### src/cpac_pkg.sv
// ----------------------------------------------------------------------------
// cpac_pkg - shared types and constants for the controller pak access block
// Holds the transaction structs, command codes and the CRC-8 byte update.
// ----------------------------------------------------------------------------
package cpac_pkg;

    // input opcodes
    localparam logic OP_READ  = 1'b0;
    localparam logic OP_WRITE = 1'b1;

    // rumble command codes
    localparam logic [1:0] RUMBLE_NONE  = 2'd0;
    localparam logic [1:0] RUMBLE_START = 2'd1;
    localparam logic [1:0] RUMBLE_STOP  = 2'd2;

    // configuration register indexes
    localparam logic [1:0] CFG_RAW_PAK_PORTS       = 2'd0;
    localparam logic [1:0] CFG_MOTOR_PRESENT_PORTS = 2'd1;
    localparam logic [1:0] CFG_RUMBLE_ADDRESS      = 2'd2;

    localparam int unsigned  CFG_INDEX_W       = 2;
    localparam int unsigned  CFG_DATA_W        = 16;
    localparam logic [15:0]  RUMBLE_ADDR_RESET = 16'hC000;

    // address handling
    localparam logic [15:0] ADDR_MASK = 16'hFFE0;
    localparam logic [15:0] FILL_LO   = 16'h8000;
    localparam logic [15:0] FILL_HI   = 16'h9000;
    localparam logic [7:0]  FILL_SET  = 8'h80;
    localparam logic [7:0]  FILL_CLR  = 8'h00;

    // crc-8
    localparam logic [7:0] CRC_POLY = 8'h85;

    // job queue between front and back
    localparam int unsigned JOBQ_DEPTH = 4;

    typedef struct packed {
        logic        opcode;
        logic [1:0]  port;
        logic [15:0] address;
        logic [7:0]  data_byte;
    } t_in_item;

    typedef struct packed {
        logic [7:0] out_byte;
        logic       is_crc;
        logic       last;
        logic [1:0] rumble_cmd;
    } t_out_item;

    typedef struct packed {
        logic [3:0]  raw_pak_ports;
        logic [3:0]  motor_present_ports;
        logic [15:0] rumble_address;
    } t_cfg;

    // read job: value is the fill byte; write job: value is the finished crc
    typedef struct packed {
        logic       is_read;
        logic [7:0] value;
        logic [1:0] rumble_cmd;
    } t_job;

    // msb-first crc-8 over one byte, no reflection, no final xor
    function automatic logic [7:0] crc8_byte(input logic [7:0] crc, input logic [7:0] b);
        logic [7:0] c;
        c = crc ^ b;
        for (int i = 0; i < 8; i++) begin
            if (c[7]) begin
                c = {c[6:0], 1'b0} ^ CRC_POLY;
            end else begin
                c = {c[6:0], 1'b0};
            end
        end
        return c;
    endfunction

endpackage

### src/cpac_front.sv
// ----------------------------------------------------------------------------
// cpac_front - accepts and classifies pak accesses
// Filters ports not in raw mode, tracks the write run crc and posts jobs.
// ----------------------------------------------------------------------------
module cpac_front #(
    parameter int unsigned BLOCK_BYTES = 32
) (
    input  logic              i_clk,
    input  logic              i_rst_n,
    input  logic              i_accept,
    input  cpac_pkg::t_in_item i_item,
    input  cpac_pkg::t_cfg    i_cfg,
    output logic              o_job_push,
    output cpac_pkg::t_job    o_job
);
    import cpac_pkg::*;

    localparam int unsigned CNT_W = $clog2(BLOCK_BYTES + 1);

    logic [7:0]       r_crc, n_crc;
    logic [CNT_W-1:0] r_count, n_count;
    logic             r_first_nz, n_first_nz;
    logic [15:0]      r_wr_addr, n_wr_addr;

    logic [15:0]      addr_m;
    logic             port_raw;
    logic             port_motor;
    logic             run_first;
    logic [7:0]       crc_in;
    logic [7:0]       crc_new;
    logic [15:0]      run_addr;
    logic             run_nz;
    logic [CNT_W-1:0] count_inc;
    logic             run_done;
    logic [7:0]       fill;

    // classification of the incoming transaction
    always_comb begin
        addr_m     = i_item.address & ADDR_MASK;
        port_raw   = i_cfg.raw_pak_ports[i_item.port];
        port_motor = i_cfg.motor_present_ports[i_item.port];
        fill       = (addr_m >= FILL_LO && addr_m < FILL_HI) ? FILL_SET : FILL_CLR;
        run_first  = (r_count == '0);
        crc_in     = run_first ? 8'h00 : r_crc;
        crc_new    = crc8_byte(crc_in, i_item.data_byte);
        run_addr   = run_first ? addr_m : r_wr_addr;
        run_nz     = run_first ? (i_item.data_byte != 8'h00) : r_first_nz;
        count_inc  = r_count + CNT_W'(1);
        run_done   = (count_inc == CNT_W'(BLOCK_BYTES));
    end

    // write run state and job posting
    always_comb begin
        n_crc      = r_crc;
        n_count    = r_count;
        n_first_nz = r_first_nz;
        n_wr_addr  = r_wr_addr;
        o_job_push = 1'b0;
        o_job      = '{is_read: 1'b1, value: fill, rumble_cmd: RUMBLE_NONE};
        if (i_accept && port_raw) begin
            if (i_item.opcode == OP_READ) begin
                o_job_push = 1'b1;
            end else begin
                n_wr_addr = run_addr;
                if (run_done) begin
                    o_job_push       = 1'b1;
                    o_job.is_read    = 1'b0;
                    o_job.value      = crc_new;
                    if (run_addr == i_cfg.rumble_address && port_motor) begin
                        o_job.rumble_cmd = run_nz ? RUMBLE_START : RUMBLE_STOP;
                    end
                    n_crc      = 8'h00;
                    n_count    = '0;
                    n_first_nz = 1'b0;
                end else begin
                    n_crc      = crc_new;
                    n_count    = count_inc;
                    n_first_nz = run_nz;
                end
            end
        end
    end

    always_ff @(posedge i_clk) begin
        if (!i_rst_n) begin
            r_crc      <= 8'h00;
            r_count    <= '0;
            r_first_nz <= 1'b0;
            r_wr_addr  <= 16'h0000;
        end else begin
            r_crc      <= n_crc;
            r_count    <= n_count;
            r_first_nz <= n_first_nz;
            r_wr_addr  <= n_wr_addr;
        end
    end

endmodule

### src/cpac_jobq.sv
// ----------------------------------------------------------------------------
// cpac_jobq - short job queue between front and back
// Register-based fifo; the oldest job is shown while valid is high.
// ----------------------------------------------------------------------------
module cpac_jobq (
    input  logic           i_clk,
    input  logic           i_rst_n,
    input  logic           i_push,
    input  cpac_pkg::t_job i_job,
    output logic           o_full,
    input  logic           i_pop,
    output logic           o_valid,
    output cpac_pkg::t_job o_job
);
    import cpac_pkg::*;

    localparam int unsigned PTR_W = $clog2(JOBQ_DEPTH);
    localparam int unsigned CNT_W = $clog2(JOBQ_DEPTH + 1);

    t_job             r_slot [JOBQ_DEPTH];
    logic [PTR_W-1:0] r_wr_ptr, r_rd_ptr;
    logic [CNT_W-1:0] r_count;
    logic             do_push, do_pop;

    assign o_full  = (r_count == CNT_W'(JOBQ_DEPTH));
    assign o_valid = (r_count != '0);
    assign o_job   = r_slot[r_rd_ptr];
    assign do_push = i_push && !o_full;
    assign do_pop  = i_pop && o_valid;

    // pointers and fill level
    always_ff @(posedge i_clk) begin
        if (!i_rst_n) begin
            r_wr_ptr <= '0;
            r_rd_ptr <= '0;
            r_count  <= '0;
        end else begin
            if (do_push) begin
                r_wr_ptr <= (r_wr_ptr == PTR_W'(JOBQ_DEPTH - 1)) ? '0 : r_wr_ptr + PTR_W'(1);
            end
            if (do_pop) begin
                r_rd_ptr <= (r_rd_ptr == PTR_W'(JOBQ_DEPTH - 1)) ? '0 : r_rd_ptr + PTR_W'(1);
            end
            if (do_push && !do_pop) begin
                r_count <= r_count + CNT_W'(1);
            end else if (do_pop && !do_push) begin
                r_count <= r_count - CNT_W'(1);
            end
        end
    end

    // job storage
    always_ff @(posedge i_clk) begin
        if (do_push) begin
            r_slot[r_wr_ptr] <= i_job;
        end
    end

endmodule

### src/cpac_back.sv
// ----------------------------------------------------------------------------
// cpac_back - carries out queued jobs and drives the result register
// Expands a read job into its fill bytes and crc; passes write crcs through.
// ----------------------------------------------------------------------------
module cpac_back #(
    parameter int unsigned BLOCK_BYTES = 32
) (
    input  logic                i_clk,
    input  logic                i_rst_n,
    input  logic                i_job_valid,
    input  cpac_pkg::t_job      i_job,
    output logic                o_job_pop,
    output logic                o_out_valid,
    input  logic                i_out_pop,
    output cpac_pkg::t_out_item o_out
);
    import cpac_pkg::*;

    localparam int unsigned CNT_W = $clog2(BLOCK_BYTES + 1);

    logic             r_busy, n_busy;
    logic [CNT_W-1:0] r_cnt, n_cnt;
    logic [7:0]       r_crc, n_crc;
    logic [7:0]       r_fill, n_fill;
    logic             r_out_valid, n_out_valid;
    t_out_item        r_out, n_out;
    logic             advance;

    assign o_out_valid = r_out_valid;
    assign o_out       = r_out;

    // result register moves when empty or being taken
    always_comb begin
        advance     = !r_out_valid || i_out_pop;
        n_busy      = r_busy;
        n_cnt       = r_cnt;
        n_crc       = r_crc;
        n_fill      = r_fill;
        n_out       = r_out;
        n_out_valid = r_out_valid;
        o_job_pop   = 1'b0;
        if (advance) begin
            n_out_valid = 1'b0;
            if (r_busy) begin
                n_out_valid = 1'b1;
                if (r_cnt < CNT_W'(BLOCK_BYTES)) begin
                    // next fill byte of the read run
                    n_out = '{out_byte: r_fill, is_crc: 1'b0, last: 1'b0,
                              rumble_cmd: RUMBLE_NONE};
                    n_crc = crc8_byte(r_crc, r_fill);
                    n_cnt = r_cnt + CNT_W'(1);
                end else begin
                    // closing crc of the read run
                    n_out  = '{out_byte: r_crc, is_crc: 1'b1, last: 1'b1,
                               rumble_cmd: RUMBLE_NONE};
                    n_busy = 1'b0;
                end
            end else if (i_job_valid) begin
                o_job_pop   = 1'b1;
                n_out_valid = 1'b1;
                if (i_job.is_read) begin
                    n_out  = '{out_byte: i_job.value, is_crc: 1'b0, last: 1'b0,
                               rumble_cmd: RUMBLE_NONE};
                    n_crc  = crc8_byte(8'h00, i_job.value);
                    n_cnt  = CNT_W'(1);
                    n_fill = i_job.value;
                    n_busy = 1'b1;
                end else begin
                    n_out = '{out_byte: i_job.value, is_crc: 1'b1, last: 1'b1,
                              rumble_cmd: i_job.rumble_cmd};
                end
            end
        end
    end

    always_ff @(posedge i_clk) begin
        if (!i_rst_n) begin
            r_busy      <= 1'b0;
            r_cnt       <= '0;
            r_out_valid <= 1'b0;
        end else begin
            r_busy      <= n_busy;
            r_cnt       <= n_cnt;
            r_out_valid <= n_out_valid;
        end
    end

    // payload registers
    always_ff @(posedge i_clk) begin
        r_crc  <= n_crc;
        r_fill <= n_fill;
        r_out  <= n_out;
    end

endmodule

### src/controller_pak_access_crc.sv
// ----------------------------------------------------------------------------
// controller_pak_access_crc - raw controller pak responder with crc-8
// Front classifies accesses, a four-entry job queue decouples the back end.
// ----------------------------------------------------------------------------
// A write byte is taken every cycle while full is low; byte BLOCK_BYTES of a run
// queues one crc result. A read request queues a job that the back end turns
// into BLOCK_BYTES fill bytes and their crc, one result per cycle while results
// are taken, so a read holds the back end for all of them and a write for one
// result; the queue between front and back absorbs a burst of up to four jobs
// before full rises. Results leave through one register: empty low shows the
// oldest. Accesses to ports not in raw mode are swallowed without results.
module controller_pak_access_crc #(
    parameter int unsigned BLOCK_BYTES = 32
) (
    input  logic                                 i_clk,
    input  logic                                 i_rst_n,
    input  logic                                 push,
    output logic                                 full,
    input  cpac_pkg::t_in_item                   i_item,
    output logic                                 empty,
    input  logic                                 pop,
    output cpac_pkg::t_out_item                  o_result,
    input  logic                                 i_cfg_we,
    input  logic [cpac_pkg::CFG_INDEX_W-1:0]     i_cfg_index,
    input  logic [cpac_pkg::CFG_DATA_W-1:0]      i_cfg_data
);
    import cpac_pkg::*;

    t_cfg  r_cfg;
    logic  accept;
    logic  job_push;
    t_job  job_in;
    logic  q_full;
    logic  q_valid;
    logic  q_pop;
    t_job  job_out;
    logic  out_valid;

    assign full   = q_full;
    assign accept = push && !q_full;
    assign empty  = !out_valid;

    // configuration registers
    always_ff @(posedge i_clk) begin
        if (!i_rst_n) begin
            r_cfg.raw_pak_ports       <= 4'h0;
            r_cfg.motor_present_ports <= 4'h0;
            r_cfg.rumble_address      <= RUMBLE_ADDR_RESET;
        end else if (i_cfg_we) begin
            unique case (i_cfg_index)
                CFG_RAW_PAK_PORTS:       r_cfg.raw_pak_ports       <= i_cfg_data[3:0];
                CFG_MOTOR_PRESENT_PORTS: r_cfg.motor_present_ports <= i_cfg_data[3:0];
                CFG_RUMBLE_ADDRESS:      r_cfg.rumble_address      <= i_cfg_data;
                default: begin
                end
            endcase
        end
    end

    cpac_front #(
        .BLOCK_BYTES (BLOCK_BYTES)
    ) u_front (
        .i_clk      (i_clk),
        .i_rst_n    (i_rst_n),
        .i_accept   (accept),
        .i_item     (i_item),
        .i_cfg      (r_cfg),
        .o_job_push (job_push),
        .o_job      (job_in)
    );

    cpac_jobq u_jobq (
        .i_clk   (i_clk),
        .i_rst_n (i_rst_n),
        .i_push  (job_push),
        .i_job   (job_in),
        .o_full  (q_full),
        .i_pop   (q_pop),
        .o_valid (q_valid),
        .o_job   (job_out)
    );

    cpac_back #(
        .BLOCK_BYTES (BLOCK_BYTES)
    ) u_back (
        .i_clk       (i_clk),
        .i_rst_n     (i_rst_n),
        .i_job_valid (q_valid),
        .i_job       (job_out),
        .o_job_pop   (q_pop),
        .o_out_valid (out_valid),
        .i_out_pop   (pop),
        .o_out       (o_result)
    );

    // a job is only posted by an accepted transaction
    a_push_needs_accept: assert property (@(posedge i_clk) disable iff (!i_rst_n)
        job_push |-> accept)
        else $error("job posted without an accepted transaction");

    // a posted job always finds room in the queue
    a_no_push_when_full: assert property (@(posedge i_clk) disable iff (!i_rst_n)
        !(job_push && q_full))
        else $error("job queue overflow");

    // fill bytes never carry crc, last or rumble marks
    a_fill_plain: assert property (@(posedge i_clk) disable iff (!i_rst_n)
        (!empty && !o_result.is_crc) |->
            (!o_result.last && o_result.rumble_cmd == RUMBLE_NONE))
        else $error("fill byte carries crc markings");

    // a job popped from the queue lands in the result register next cycle
    a_pop_loads_result: assert property (@(posedge i_clk) disable iff (!i_rst_n)
        q_pop |=> !empty)
        else $error("popped job produced no result");

endmodule

### config.mk
export PLATFORM = sky130hd
export DESIGN_NAME = controller_pak_access_crc
export DESIGN_NICKNAME = d
export VERILOG_FILES = /design/src/cpac_pkg.sv /design/src/cpac_front.sv /design/src/cpac_jobq.sv /design/src/cpac_back.sv /design/src/controller_pak_access_crc.sv
export SDC_FILE = /design/constraint.sdc
export NUM_CORES = 1
export LEC_CHECK = 0
export BUFFER_PORTS_ARGS = -buffer_cell sky130_fd_sc_hd__buf_2
export CELL_PAD_IN_SITES_DETAIL_PLACEMENT = 0
export CELL_PAD_IN_SITES_GLOBAL_PLACEMENT = 1
export CORE_MARGIN = 2
export CORE_UTILIZATION = 35
export CTS_BUF_LIST = sky130_fd_sc_hd__clkbuf_4 sky130_fd_sc_hd__clkbuf_8
export DETAILED_ROUTE_END_ITERATION = 16
export PLACE_DENSITY = 0.62
export SLEW_MARGIN = 20
export SYNTH_ARGS = -nofsm -noshare
export SYNTH_HDL_FRONTEND = slang
export SYNTH_SLANG_ARGS = --single-unit
### constraint.sdc
create_clock -name i_clk -period 3.3 [get_ports i_clk]
set_input_delay 0.66 -clock i_clk [delete_from_list [all_inputs] [get_ports i_clk]]
set_output_delay 0.66 -clock i_clk [all_outputs]
set_load 0.02 [all_outputs]
==> metrics.txt, run 1 <==
RSZ-0062 raised after global routing=no; Worst Path Arrival=roughly 3.2 ns; Syn Area/Cell=approximately 11 µm²; Rel. slew slack=42.7%; WL/cell=roughly 16 µm; synthesized area=roughly 0.0071 mm²; setup TNS=0 ns; largest net degree at the start of global routing=47; via/cell ratio=about 4.9; Psw=slightly above 2 mW; P_int=3.97 mW; final worst setup slack=0.440 ns; 1st-pass router iterations=4; Die X=around 150 µm; part of the power in the clock network=between 20% and 30%; Synth warnings=0; PortBufs=58; ys async rst share=0%; number of global-route vias before repair=about 5000; fin area=approximately 0.0081 mm²; row cnt=51; CP max FO=6; Max Cap Viol=0; fill count=around 1900; ANT nets after route=0; critical path endpoint category=flip-flop; hold_sp=i_cfg_data[15]; CTS buffer count=17; static leakage=around 3 nW; Worst-path clk slew=approximately 0.080 ns; Starting Density=about 36%; PD cells=about 750 mW/mm²; grt ovf=0; critical path class=reg -> reg; Mapped Cells=639; # nets final=~760; minimum clock period=2.86 ns; fmax=0.350 GHz; share of power burned in registers=between 30 and 40%; share of layout cells above drive strength 1=around 17%; Synth Register Bits=about 140; EDFF count, synth=71; sequential fraction of the synthesis area=50.6%; routed via count=about 4800; HP Class=in -> reg; Setup crit start=u_front.r_count[3]; number of DRC markers in iteration 0=~190; post-CTS setup buffer count=0; Synth cell types=59; Area after DPL=between 0.007 and 0.008 mm²; most common flop cell mapped by yosys=dfxtp_1; all-layer global routing usage=between 10% and 20%; cts hold-fix bufs=0; initial antenna violation count=1; H-Tree Level Count=4; die height=146 µm; Tightest Pin Transition=~0.86 ns; Worst-Skew Late Latency=approximately 0.45 ns; P&R area growth vs syn=14.1%; switching share of power=between 30% and 40%; clock tree buffer depth=2; post-DP HPWL=roughly 11000 µm; Gate power share=37.2%; die area=0.0213 mm²; Reg2Reg Launch Point=u_front.r_count[3]; final critical-path share of the clock period=86.7%; CP Launch Type=flip-flop; root buf cell=clkbuf_8; cts repair resizes=0; max-slew violation count=0; post-synth net total=699; Sink Count=around 140; outcome=finished clean; Req. time, crit path=3.67 ns; RePlAce Congestion=roughly 0.77; CTS tree=done; worst vdd ir=just over 0.3 mV; Clock Skew=between 0.015 and 0.02 ns; core footprint=a little under 0.02 mm²; IO Pins=64; DP Worst Slack=0.395 ns; Post-route DRC=0; final hold vios=0; first-pass GRT wire length=between 20000 and 30000 µm; final wirelength=around 16000 µm; final setup violation count=0
cells in the mapped netlist (all sizes together), types with 9 or more instances:
| cell type | n | share of area (%) |
|---|---|---|
| xnor2 | 51 | 6.5 |
| and2 | 16 | 1.4 |
| dfxtp | 72 | 20 |
| and3 | 11 | 0.97 |
| inv | 17 | 0.90 |
| a21boi | 38 | 4.0 |
| clkbuf | 20 | 1.1 |
| nor2b | 16 | 1.4 |
| nand2 | 76 | 4.1 |
| mux2i | 20 | 2.8 |
| nand3 | 30 | 2.1 |
| edfxtp | 71 | 30 |
| buf | 10 | 1.0 |
| nor2 | 29 | 1.7 |
| o21ai | 24 | 1.7 |
| mux4 | 13 | 4.5 |
| ha | 9 | 1.6 |
| a21oi | 17 | 1.2 |
| xor2 | 20 | 2.7 |
layout make-up:
cell class | instances | area [µm²] | area share (%)
Multi-Input combinational cell | 449 | 3280 | 40.7
Tap cell | 265 | 332 | 4.11
Sequential cell | 143 | 3570 | 44.3
Antenna cell | 1 | 2.50 | 0.0311
Inverter | 17 | 63.8 | 0.792
Clock inverter | 14 | 158 | 1.96
Clock buffer | 18 | 241 | 3.00
Timing Repair Buffer | 74 | 410 | 5.09
metrics by stage:
stage	hold slack, ns	total power, mW	std cells	utilization (%)
final	0.421	6.04	981	41.0
after floorplan	0.431	4.16	639	-
after CTS	0.394	6.12	980	41.0
after detailed placement	0.447	4.70	948	39.0
after global placement	0.438	4.66	948	39.0
after global routing	0.399	6.42	980	41.0
routing by layer:
metal  up-vias  GRT usage (%)  wire (µm)
li1       2396              -          -
met1      2325           19.5       7230
met4         0           5.87        265
met2        79           25.2       7590
met5         -              0          0
met3        23           3.06        501
power by group through the flow:
| stage | Clock (mW) | Sequential (mW) | Combinational [mW] |
|---|---|---|---|
| 5_1_grt | 1.52 | 2.41 | 2.49 |
| 6_report | 1.41 | 2.38 | 2.25 |
| 3_3_place_gp | 0 | 2.41 | 2.25 |
| 4_1_cts | 1.45 | 2.38 | 2.29 |
| 3_5_place_dp | 0 | 2.43 | 2.28 |
| 2_1_floorplan | 0 | 2.45 | 1.71 |
logic make-up after synthesis:
kind of cell	synth area share, %
mux	7.30
xor+xnor	11.1
flops	50.6
simple gates	16.1
buf+inv	2.99
compound gates	9.96
fa+ha+maj	1.88
layout by cell type, fill, tap and decap left out, drive strengths merged, types with 5 or more instances in the layout:
master / instances
a21oi: 17
nand4: 8
o21a: 7
and2: 16
buf: 74
nand2b: 5
nor4b: 6
dfxtp: 72
clkbuf: 18
nor3: 7
xor2: 20
nor2b: 16
nor4: 5
edfxtp: 71
o21ai: 24
inv: 22
o31ai: 6
ha: 9
mux2i: 20
a21boi: 38
nand2: 76
xnor2: 51
nor2: 29
mux4: 13
nand3: 30
and3: 11
xnor3: 6
path summary, 6_finish.rpt:
path | to | cells past startpoint | slack (ns)
setup reg to reg | u_jobq.r_count[2] | 10 | 0.44
setup / recovery | u_jobq.r_count[2] | 10 | 0.44
hold reg to reg | u_front.r_wr_addr[15] | 2 | 0.46
hold / removal | r_cfg[15] | 3 | 0.42
sequential cells by signal, summed over array words and instances (netlist names), 3 cells and up, named ones only:
| name | cells |
|---|---|
| u_back.r_cnt | 6 |
| u_back.r_crc | 8 |
| u_front.r_crc | 8 |
| r_cfg | 24 |
| u_jobq.r_slot | 44 |
| u_front.r_wr_addr | 16 |
| u_back.o_out | 11 |
| u_front.r_count | 6 |
| u_back.r_fill | 8 |
| u_jobq.r_count | 3 |
worst max-delay path, stage by stage (launching register included):
cell,delay (ns)
dfxtp_1,0.44
nand4_1,0.18
nor2_1,0.26
o211ai_1,0.25
a21oi_1,0.28
ha_1,0.22
inv_1,0.07
fa_1,0.44
xor2_1,0.18
or3_1,0.32
a21boi_0,0.16
Note: power is estimated with default switching activity, not from simulation.
==> run 2, diff against run 1 <==
--- a/config.mk
+++ b/config.mk
@@ -12,6 +12,7 @@
 export CORE_UTILIZATION = 35
 export CTS_BUF_LIST = sky130_fd_sc_hd__clkbuf_4 sky130_fd_sc_hd__clkbuf_8
 export DETAILED_ROUTE_END_ITERATION = 16
+export GPL_TIMING_DRIVEN = 0
 export PLACE_DENSITY = 0.62
 export SLEW_MARGIN = 20
 export SYNTH_ARGS = -nofsm -noshare
==> metrics.txt, run 2 (synthesis results as in run 1) <==
CTS tree=done; Max Cap Viol=0 (unchanged); static leakage=2.95 nW (+0.22%); Worst-Skew Late Latency=0.46 ns (about the same); Sink Count=143 (unchanged); HP Class=in -> reg; # nets final=775 (+1.7%); share of layout cells above drive strength 1=16.8% (-0.58 points); Post-route DRC=0 (unchanged); cts hold-fix bufs=0 (unchanged); minimum clock period=3.01 ns (+0.153 ns); Buf+Inv Stages, Crit Path=1 (unchanged); critical path endpoint category=flip-flop; hold_sp=i_cfg_data[15]; R2R setup slack=0.29 ns (-0.15 ns); final wirelength=16500 µm (+6.0%); reg2reg path depth=10 (unchanged); reg2reg end=u_jobq.r_count[2]; grt ovf=0 (unchanged); max FFs per register=44 (unchanged); Crit path largest cell delay=0.46 ns (+0.02 ns); WHS Endpoint=r_cfg[15]; final setup violation count=0 (unchanged); Total Power=6.05 mW (+0.13%); PD cells=746 mW/mm² (-0.56%); IO Pins=64 (unchanged); final hold vios=0 (unchanged); Worst-path clk slew=0.09 ns (about the same); PortBufs=57 (-1.7%); die height=146 µm (unchanged); worst vdd ir=0.437 mV (+42%); routed via count=4922 (+2.1%); final critical-path share of the clock period=91.3% (+4.6 points); Worst Path Arrival=3.39 ns (+0.16 ns); post-CTS setup buffer count=0 (unchanged); number of global-route vias before repair=4900 (-0.20%); initial antenna violation count=1 (unchanged); outcome=finished clean; M1 GR Usage=20.7% (+1.2 points); number of DRC markers in iteration 0=268 (+45%); root buf cell=clkbuf_8; post-DP HPWL=12300 µm (+7.4%); hold slack=0.437 ns (+0.0157 ns); clock tree buffer depth=2 (unchanged); RePlAce Congestion=0.778 (+1.3%); first-pass GRT wire length=26500 µm (+4.1%); most frequent cells in the layout=75 x nand2_1, 72 x dfxtp_1, 71 x edfxtp_1; largest net degree at the start of global routing=17 (-64%); die area=0.0213 mm² (unchanged); via/cell ratio=4.95 (+0.62%); fmax=0.332 GHz (-5.1%); Starting Density=35.9% (unchanged); CP max FO=7 (+1); Req. time, crit path=3.68 ns (about the same); register name with the most flops=u_jobq.r_slot; met2 Track Usage GR=26.8% (+1.6 points); CP Launch Type=flip-flop; row cnt=51 (unchanged); Clock Skew=0.0138 ns (-0.00232 ns); largest registers=u_jobq.r_slot x44, r_cfg x24, u_front.r_wr_addr x16; gr busiest metal=met2; 1st-pass router iterations=4 (unchanged); H-Tree Level Count=4 (unchanged); Tightest Pin Transition=0.829 ns (-0.0291 ns); P&R area growth vs syn=14.9%; met3 Use GR=4.19% (+1.1 points); Reg2Reg Launch Point=u_front.r_count[3]; CTS buffer count=17 (unchanged); Die X=146 µm (unchanged); WL/cell=16.6 µm (+4.5%); family with the most delay on the worst path=compound AO/OA/AOI/OAI gates; Cell Chain, Critical Path=nand4_1, nor2_1, o211ai_1, a21oi_2, ha_1, inv_1, fa_1, xor2_1, or3_1, a21boi_0; all-layer global routing usage=16.1% (+0.93 points); critical path class=reg -> reg; max-slew violation count=0 (unchanged); Min-Delay Path Depth=3 (unchanged); final core occ=41.3% (+0.29 points); Crit-path slowest cell=dfxtp_1; setup TNS=0 ns (unchanged); commonest non-fill, non-tap cell in the layout=nand2_1; ANT nets after route=0 (unchanged); core footprint=0.0197 mm² (unchanged); RSZ-0062 raised after global routing=no; Rel. slew slack=44.6% (+1.9 points)
## run 2: cell types whose count changed in the layout (fill, tap and decap cells not counted), sizes merged
cell	before	now
clkinvlp	3	1
diode	1	2
bufinv	2	1
inv	22	24
clkinv	4	6
buf	74	67
clkbuf	18	37
## run 2: metal layers
metal / part of all wire (%) / vias up
li1: - / 2433
met1: 47 / 2392
met2: 49 / 83
met3: 3.2 / 14
met4: 1.0 / 0
met5: 0 / -
## run 2: worst max path at each step
stage / from / end / slack (ns) / depth (start not counted)
6_report: u_front.r_count[3] / u_jobq.r_count[2] / 0.29 / 10
5_1_grt: u_front.r_count[3] / u_jobq.r_count[2] / 0.08 / 10
4_1_cts: u_front.r_count[3] / u_jobq.r_count[2] / 0.10 / 10
3_5_place_dp: u_front.r_count[0] / u_jobq.r_slot[0][0] / 0.02 / 9
3_3_place_gp: u_front.r_count[0] / u_jobq.r_slot[2][0] / 0.02 / 9
2_1_floorplan: i_item[24] / u_jobq.r_count[2] / 0.50 / 9
## run 2: final cells by class
cell class | instances | area, µm²
Fill cell | 1974 | 11500
Clock buffer | 17 | 234
Multi-Input combinational cell | 449 | 3300
Buffer | 30 | 149
Clock inverter | 15 | 175
Antenna cell | 2 | 5.00
Inverter | 17 | 63.8
Timing Repair Buffer | 57 | 285
Sequential cell | 143 | 3570
Tap cell | 265 | 332
## run 2: where the power goes
part,leakage (nW),internal [mW],switching (mW)
clock network,0.206,0.638,0.786
logic,1.46,1.05,1.25
registers,1.28,2.22,0.113
## run 2: timing repair
item	4_1_cts	5_1_grt
pin swaps	0	0
gates resized for setup	2	3
endpoints found under the setup margin	4	5
## run 2: stage by stage
step / std cells / instance area (µm²) / setup WS, ns
after global placement: 961 / 7680 / 0.0215
after detailed placement: 961 / 7680 / 0.0244
final: 995 / 8120 / 0.287
after CTS: 993 / 8100 / 0.101
after global routing: 993 / 8110 / 0.0760
after floorplan: 639 / 7060 / 0.496
## run 2: worst register-to-register path: stages, from the launching register on
cell and delay, ns:
dfxtp_1 0.46, nand4_1 0.19, nor2_1 0.26, o211ai_1 0.25, a21oi_2 0.38, ha_1 0.25
inv_1 0.07, fa_1 0.43, xor2_1 0.18, or3_1 0.31, a21boi_0 0.17
==> run 3, diff against run 2 <==
--- a/config.mk
+++ b/config.mk
@@ -6,8 +6,9 @@
 export NUM_CORES = 1
 export LEC_CHECK = 0
 export BUFFER_PORTS_ARGS = -buffer_cell sky130_fd_sc_hd__buf_2
-export CELL_PAD_IN_SITES_DETAIL_PLACEMENT = 0
+export CELL_PAD_IN_SITES_DETAIL_PLACEMENT = 1
 export CELL_PAD_IN_SITES_GLOBAL_PLACEMENT = 1
+export CORE_ASPECT_RATIO = 1.5
 export CORE_MARGIN = 2
 export CORE_UTILIZATION = 35
 export CTS_BUF_LIST = sky130_fd_sc_hd__clkbuf_4 sky130_fd_sc_hd__clkbuf_8
==> metrics.txt, run 3 (synthesis results as in run 1) <==
outcome=finished clean; Cell Chain, Critical Path=nand4_1, nor2_1, o211ai_1, a21oi_4, ha_1, inv_1, fa_1, xor2_1, or3_1, a21boi_0; largest net degree at the start of global routing=17 (unchanged); PD cells=767 mW/mm² (+2.8%); commonest non-fill, non-tap cell in the layout=nand2_1; fmax=0.334 GHz (+0.75%); reg2reg path depth=10 (unchanged); Sink Count=143 (unchanged); static leakage=2.97 nW (+0.85%); WHS Endpoint=r_cfg[15]; 1st-pass router iterations=4 (unchanged); Min-Delay Path Depth=3 (unchanged); core footprint=0.0198 mm² (+0.67%); number of global-route vias before repair=5479 (+12%); Clock Skew=0.0147 ns (+0.000872 ns); ANT nets after route=0 (unchanged); critical path endpoint category=flip-flop; Req. time, crit path=3.68 ns (about the same); Total Power=6.26 mW (+3.4%); hold_sp=i_cfg_data[15]; die height=178 µm (+22%); Max Cap Viol=0 (unchanged); initial antenna violation count=0 (-1); R2R setup slack=0.31 ns (+0.02 ns); all-layer global routing usage=17.3% (+1.2 points); final hold vios=0 (unchanged); number of DRC markers in iteration 0=196 (-27%); final setup violation count=0 (unchanged); Reg2Reg Launch Point=u_front.r_count[3]; clock tree buffer depth=2 (unchanged); routed via count=4991 (+1.4%); via/cell ratio=5.05 (+2.0%); PortBufs=57 (unchanged); register name with the most flops=u_jobq.r_slot; RePlAce Congestion=0.801 (+3.0%); Worst-Skew Late Latency=0.46 ns (about the same); register area=0.00357 mm² (unchanged); first-pass GRT wire length=28300 µm (+6.6%); Crit path largest cell delay=0.47 ns (about the same); Tightest Pin Transition=1.02 ns (+0.187 ns); CP Launch Type=flip-flop; CTS tree=done; max FFs per register=44 (unchanged); Worst Path Arrival=3.37 ns (-0.02 ns); share of layout cells above drive strength 1=16.7% (-0.023 points); ant diodes=0 (-2); H-Tree Level Count=4 (unchanged); final critical-path share of the clock period=90.6% (-0.68 points); max-slew violation count=0 (unchanged); grt ovf=0 (unchanged); multi-input logic area=0.00330 mm² (+0.15%); WL/cell=17.7 µm (+6.5%); Starting Density=35.7% (-0.24 points); most frequent cells in the layout=75 x nand2_1, 72 x dfxtp_1, 71 x edfxtp_1; post-DP HPWL=13600 µm (+11%); worst vdd ir=0.365 mV (-17%); # nets final=776 (+0.13%); Worst-path clk slew=0.09 ns (about the same); root buf cell=clkbuf_8; die area=0.0214 mm² (+0.11%); row cnt=63 (+24%); CTS buffer count=17 (unchanged); HP Class=in -> reg; Die X=120 µm (-18%); Setup crit start=u_front.r_count[3]; minimum clock period=2.99 ns (-0.0224 ns); IO Pins=64 (unchanged); RSZ-0062 raised after global routing=no; critical path class=reg -> reg; setup TNS=0 ns (unchanged); CP max FO=7 (unchanged); largest registers=u_jobq.r_slot x44, r_cfg x24, u_front.r_wr_addr x16; final wirelength=17500 µm (+5.9%); Rel. slew slack=32.0% (-13 points); fill count=2210 (+12%); P&R area growth vs syn=15.5%; Crit-path slowest cell=dfxtp_1; Post-route DRC=0 (unchanged); reg2reg end=u_jobq.r_count[2]
==> run 3: final cells by class <==
| class | instances | share of cell area (%) |
|---|---|---|
| clock buffers | 18 | 3.04 |
| inverters | 17 | 0.782 |
| clock inverters | 14 | 2.51 |
| repair buffers | 58 | 3.59 |
| flip-flops and latches | 143 | 43.8 |
| multi-input cells | 449 | 40.5 |
| plain buffers | 30 | 1.82 |
| well taps | 260 | 3.99 |
==> run 3: metrics by stage <==
stage,worst slack [ns],std cells,hold WS [ns],instance area [µm²],util [%]
2_1_floorplan,0.496,639,0.431,7060,-
3_3_place_gp,0.172,956,0.438,7670,38.8
3_5_place_dp,-0.0536,956,0.448,7680,38.8
4_1_cts,0.0148,988,0.396,8130,41.1
5_1_grt,0.0155,989,0.428,8160,41.2
6_report,0.310,989,0.411,8160,41.2
==> run 3: how the worst max path moves through the flow <==
stage | end | slack, ns | depth (start not counted)
after floorplan | u_jobq.r_count[2] | 0.50 | 9
after global placement | u_jobq.r_count[2] | 0.17 | 10
after detailed placement | u_jobq.r_count[2] | -0.05 | 10
after CTS | u_jobq.r_slot[3][0] | 0.01 | 9
after global routing | u_jobq.r_count[2] | 0.02 | 10
final | u_jobq.r_count[2] | 0.31 | 10
==> run 3: critical path: cells and delay by family, from the launching register on <==
| family | cells | cell delay, ns |
|---|---|---|
| buffers and inverters | 1 | 0.08 |
| and+or+nand+nor | 3 | 0.75 |
| xor gates and xnor gates | 1 | 0.18 |
| DFF | 1 | 0.47 |
| adders and majority gates | 2 | 0.68 |
| AOI/OAI and AO/OA | 3 | 0.76 |
==> run 3: routing by layer <==
layer  track usage, %  share of wire (%)  vias up
met2             35.6                 60       75
met5                0                  0        -
li1                 -                  -     2428
met1             16.3                 36     2467
met3             3.48                2.3       21
met4             6.81                2.0        0
==> run 3: repair_timing <==
item                                    in CTS  in global routing
resized for setup                            1                  5
pin swaps                                    0                  1
endpoints found under the setup margin       1                  9
hold buffers                                 0                  0
setup buffers                                0                  1
==> run 3: power by group <==
part / switching (mW) / internal, mW / leakage [nW]
clock network: 0.729 / 0.859 / 0.226
logic: 1.28 / 1.05 / 1.47
registers: 0.119 / 2.22 / 1.28
total: 2.13 / 4.13 / 2.97
